[src/rtl/uvib_pkg.sv]
// Shared types and constants of the unified vertex index builder.
package uvib_pkg;

    // Widths of the fixed stream fields.
    localparam int unsigned IDX_W       = 16;
    localparam int unsigned VN_W        = 16;
    localparam int unsigned S_TDATA_W   = 3 * IDX_W;
    localparam int unsigned S_TUSER_W   = 1;
    localparam int unsigned M_TDATA_W   = VN_W;
    localparam int unsigned M_TUSER_W   = 2;

    // Commands from the controller to the datapath.
    typedef struct packed {
        logic load;      // capture the incoming corner
        logic scan;      // issue the next table read
        logic take_hit;  // record the matching entry
        logic emit;      // write the result register, insert if needed
    } t_dp_cmd;

    // Status from the datapath to the controller.
    typedef struct packed {
        logic hit;       // entry read last cycle matches the key
        logic scan_end;  // all valid entries were read and compared
        logic out_free;  // result register can take a new result
    } t_dp_stat;

endpackage

[src/rtl/uvib_ctrl.sv]
// Controller state machine that sequences capture, table scan and result output.
module uvib_ctrl (
    input  logic               i_clk,
    input  logic               i_rst_n,
    input  logic               i_in_valid,
    output logic               o_in_ready,
    input  uvib_pkg::t_dp_stat i_stat,
    output uvib_pkg::t_dp_cmd  o_cmd
);

    typedef enum logic [1:0] {
        ST_IDLE,
        ST_SEARCH,
        ST_FINISH
    } t_state;

    t_state r_state;
    logic   r_ready;

    always_comb begin
        o_cmd = '0;
        unique case (r_state)
            ST_IDLE: begin
                o_cmd.load = i_in_valid && r_ready;
            end
            ST_SEARCH: begin
                o_cmd.take_hit = i_stat.hit;
                o_cmd.scan     = !i_stat.hit && !i_stat.scan_end;
            end
            ST_FINISH: begin
                o_cmd.emit = i_stat.out_free;
            end
            default: begin
                o_cmd = '0;
            end
        endcase
    end

    always_ff @(posedge i_clk) begin
        if (!i_rst_n) begin
            r_state <= ST_IDLE;
            r_ready <= 1'b1;
        end else begin
            unique case (r_state)
                ST_IDLE: begin
                    if (i_in_valid && r_ready) begin
                        r_state <= ST_SEARCH;
                        r_ready <= 1'b0;
                    end
                end
                ST_SEARCH: begin
                    if (i_stat.hit || i_stat.scan_end) begin
                        r_state <= ST_FINISH;
                    end
                end
                ST_FINISH: begin
                    if (i_stat.out_free) begin
                        r_state <= ST_IDLE;
                        r_ready <= 1'b1;
                    end
                end
                default: begin
                    r_state <= ST_IDLE;
                    r_ready <= 1'b1;
                end
            endcase
        end
    end

    assign o_in_ready = r_ready;

endmodule

[config.mk]
export PLATFORM = sky130hd
export DESIGN_NAME = uvib_ctrl
export DESIGN_NICKNAME = d
export VERILOG_FILES = /design/src/rtl/uvib_pkg.sv /design/src/rtl/uvib_ctrl.sv
export SDC_FILE = /design/constraint.sdc
export NUM_CORES = 1
export LEC_CHECK = 0
export BUFFER_PORTS_ARGS = -buffer_cell sky130_fd_sc_hd__buf_2
export CORE_AREA = 3 3 40 42
export DETAILED_ROUTE_END_ITERATION = 10
export DIE_AREA = 0 0 43 45
export HOLD_SLACK_MARGIN = 0.1
export MAX_ROUTING_LAYER = met4
export PLACE_DENSITY = 0.36
export SETUP_SLACK_MARGIN = 0.05
export SLEW_MARGIN = 40
export SYNTH_ARGS = -nofsm -noshare
export SYNTH_HDL_FRONTEND = slang
export SYNTH_SLANG_ARGS = --single-unit
[constraint.sdc]
create_clock -name i_clk -period 0.8 [get_ports i_clk]
set_clock_uncertainty 0.05 [all_clocks]
set_input_delay 0.16 -clock i_clk [delete_from_list [all_inputs] [get_ports i_clk]]
set_output_delay 0.16 -clock i_clk [all_outputs]
set_load 0.02 [all_outputs]
# Word level (Yosys, flattened, before mapping)
# Index checks and enable logic that the tools add are counted.
# word_totals
wordCells	26
ramBits	0
output_inout_bits	5
latchBits	0
rom_bits	0
input_bits	6
register_bits	3
memories	0
# op_classes
n_addsub	0
n_bitwise	1
muxes	10
n_eq_ne	5
n_lt_le_gt_ge	0
shift	0
n_div	0
n_reduce_logical	8
multipliers	0
# op_table
op	count
2-to-1 mux 2 bit	4
inequality test 2 bit (second input constant)	3
one-hot mux 2 bit (3 select lines)	1
AND reduction 3 bit	2
2-to-1 mux 1 bit	4
one-hot mux 1 bit (3 select lines)	1
equality test 2 x 1 -> 1 bit (second input constant)	1
equality test 2 bit (second input constant)	1
logical AND 1 bit	2
logical NOT 1 bit	2
logical NOT 2 bit	1
logical OR 1 bit	1
inverter 1 bit	1

# Longest topological paths before layout
# logic_depth
ltp_word	3
mapped_depth	3
mapped_depth_nobuf	3

# Least setup slack after synthesis
# Ideal clock, no wire load.
# synth_timing
path_type	reg2reg
startpoint	register r_ready (netlist: o_in_ready)
endpoint	register r_state[0]
required_ps	691
path_buffers	0
stages_incl_launch_ff	3
setup_time_ps	59
slack_ps	-311
arrival_time_ps	1002
period_less_slack_ps	1111
cell_sequence	dfxtp_1 -> nor3b_2 -> o21a_1
# synth_between
elab_chain_cells	3
# synth_lines
element	line_no	text
start: declaration	uvib_ctrl.sv:18	logic r_ready;
start signal: assignment	uvib_ctrl.sv:42	r_ready <= 1'b1;
start signal: assignment	uvib_ctrl.sv:48	r_ready <= 1'b0;
start signal: assignment	uvib_ctrl.sv:59	r_ready <= 1'b1;
logical AND 1 bit	uvib_ctrl.sv:46	if (i_in_valid && r_ready) begin
inequality test 2 bit (no source line)	-	
AND reduction 3 bit (no source line)	-	
end signal: assignment	uvib_ctrl.sv:47	r_state <= ST_SEARCH;
end signal: assignment	uvib_ctrl.sv:53	r_state <= ST_FINISH;
end signal: assignment	uvib_ctrl.sv:58	r_state <= ST_IDLE;
end: declaration	uvib_ctrl.sv:17	t_state r_state;
# Every way passes these cells.
# A chain may end at the register's enable or synchronous reset.

==> impl_metrics.yaml <==
run_status:
  status: "finished, violations left"
  failed_checks: "setup timing"
yosys:
  synthTopCellsByCount: "nor2_1, dfxtp_1, o21a_1"
  synth_edf_count: 0
  synthCells: 20
  ys_ff_latch: 3
  syn_area_um2: 170
  synth_ff_type: "dfxtp_1"
  ys_warn_count: 0
  yosysTopAreaCellShare: 0.353
  ys_types: 13
  synth_nets: 26
  yosys.area.top_type: "dfxtp_1"
  avgSynthCellArea_um2: 8.51
  async_flop_share: 0
  post-synth-top-count-cell: "nor2_1"
  ys_seq_area_frac: 0.353
  ys_top_cells_by_area: "dfxtp_1, nor2_1, o21a_1"
finish:
  antennaDiodeCount: 0
  fillers: 137
  final_core_utilization: 0.295
  fin_cells: 54
  area_growth_pct: 123
  nets: 46
  drive_above_1_share: 0.744
  final_area_um2: 379
routing:
  wirelength_um: 515
  drc: 0
  final_antenna_net_count: 0
  detailroute.via_count: 202
  firstDrtPassIters: 2
  wl_per_cell_um: 9.54
  vias_per_cell: 3.74
  drtIter0Drc: 1
clock_tree:
  clk_latency_ps: 230
  cts_tree: "built"
  cts_buffers: 3
  cts_buffer_depth: 2
  root_buffer: "clkbuf_4"
  h-tree-depth: 1
  cts.sink_count: 3
  path_clk_slew_ps: 40
worst_hold_path:
  hp-class: "primary input to register"
  min_path_cells: 2
floorplanning:
  die_w_um: 43
  die_area_um2: 1940
  rows: 13
  start_util: 0.132
  io_pins: 11
  die_h_um: 45
  core_um2: 1280
setup_path:
  crit_family: "simple AND/OR/NAND/NOR gates"
  critPathMaxStageDelay_ps: 320
  start_kind: "register"
  worst-r2r-cell-count: 5
  crit_arrival_ps: 1040
  critPathRequiredTime_ps: 590
  crit_buf_inv: 1
  critical_path.cell_chain: "nand2b_4 > nor3b_4 > buf_6"
  crit_cells: 3
  worst_path_max_delay_cell: "dfxtp_2"
  critPathKind: "register to primary output"
  cp_max_fo: 3
  end_kind: "primary output"
power:
  pwr-share-clk: 0.429
  irDropWorstVdd_uv: 1040
  combPwrFrac: 0.278
  p_leak_nw: 0.166
  p_seq_frac: 0.294
  totalPowerFinal_mw: 0.624
  switchingPower_mw: 0.174
  internal_power_mw: 0.449
  powerDensity_nw_per_um2: 1650
  swShare: 0.280
sta:
  drv_slew: 0
  maxSlewHeadroom: 0.885
  tightest_slew_ps: 172
  whs_ps: 75.5
  layout_setup_ws_ps: -450
  rsz0062_at_grt: "yes"
  clock.fmax_mhz: 800
  period_needed_ps: 1250
  fin_crit_sh: 1.56
  finalSetupViolCount: 8
  hold_viol_final: 0
run:
  cap_violations: 0
global_routing:
  antenna_found_initial: 0
  grt_pass1_wl_um: 821
  track_usage: 0.0660
  grt_overflow_total: 0
  grt_pass1_vias: 228
  grt_max_degree: 6
place:
  port-buffer-count: 10
  routabilityCongestion: 0.593
  dp.cells: 47
  place_area_um2: 285
  dp_hpwl_um: 363
final cells by class:
type,instances,area (µm²),share of cell area
flip-flops and latches,3,68.8,0.182
repair buffers,15,123,0.323
well taps,15,18.8,0.0495
multi-input cells,16,139,0.366
inverters,1,3.75,0.00990
clock buffers,4,26.3,0.0693
cells by family (layout without fill, tap and decap cells):
group / after synthesis / after routing / synth area share
buffers and inverters: 1 / 20 / 0.0220
AND/OR/NAND/NOR: 12 / 12 / 0.478
flip-flops: 3 / 3 / 0.353
AO/OA/AOI/OAI: 4 / 4 / 0.147
layout by cell type (no fill, tap or decap), drive strengths merged:
master,count
nand2b,2
dfxtp,3
nand2,1
nor2,5
clkbuf,4
o21ai,1
or2,1
a21oi,1
inv,1
buf,15
o21a,2
nor3,1
nor3b,2
final timing paths:
check	slack [ps]	from	endpoint
max reg2reg	-320	r_state[1]$_SDFFE_PN0P_	r_state[1]$_SDFFE_PN0P_
min reg2reg	480	o_in_ready$_SDFFE_PN1P_	o_in_ready$_SDFFE_PN1P_
min	80	i_rst_n	o_in_ready$_SDFFE_PN1P_
max	-450	r_state[1]$_SDFFE_PN0P_	o_cmd[3]
state kept, by name, indices dropped and copies added, names as in the netlist:
register / flops
r_state: 2
o_in_ready: 1
timing repair:
item | in CTS | in global routing
setup buffers | 2 | 3
gates resized for setup | 10 | 5
pin swaps | 4 | 3
setup endpoints to repair | 8 | 8
hold endpoints to repair | 1 | 1
metal layers:
layer  global-route usage  share of wire
met1               0.0433           0.36
met4               0.0723              0
met2                0.111           0.56
met3               0.0398          0.076
met5                    -              0
metrics by stage:
stage                     setup TNS, ps  setup WS [ps]
after floorplan                    -758           -221
after global placement            -1090           -266
after detailed placement          -1120           -277
after CTS                         -2180           -464
after global routing              -2770           -501
final                             -2400           -450
power by group through the flow:
stage	combinational, mW	clock, mW	sequential (mW)
floorplan	0.0757	0	0.189
global placement	0.133	0	0.185
global route	0.186	0.315	0.185
CTS	0.159	0.281	0.182
detailed placement	0.133	0	0.185
finish	0.173	0.268	0.183
Note: power is estimated with default switching activity, not from simulation.
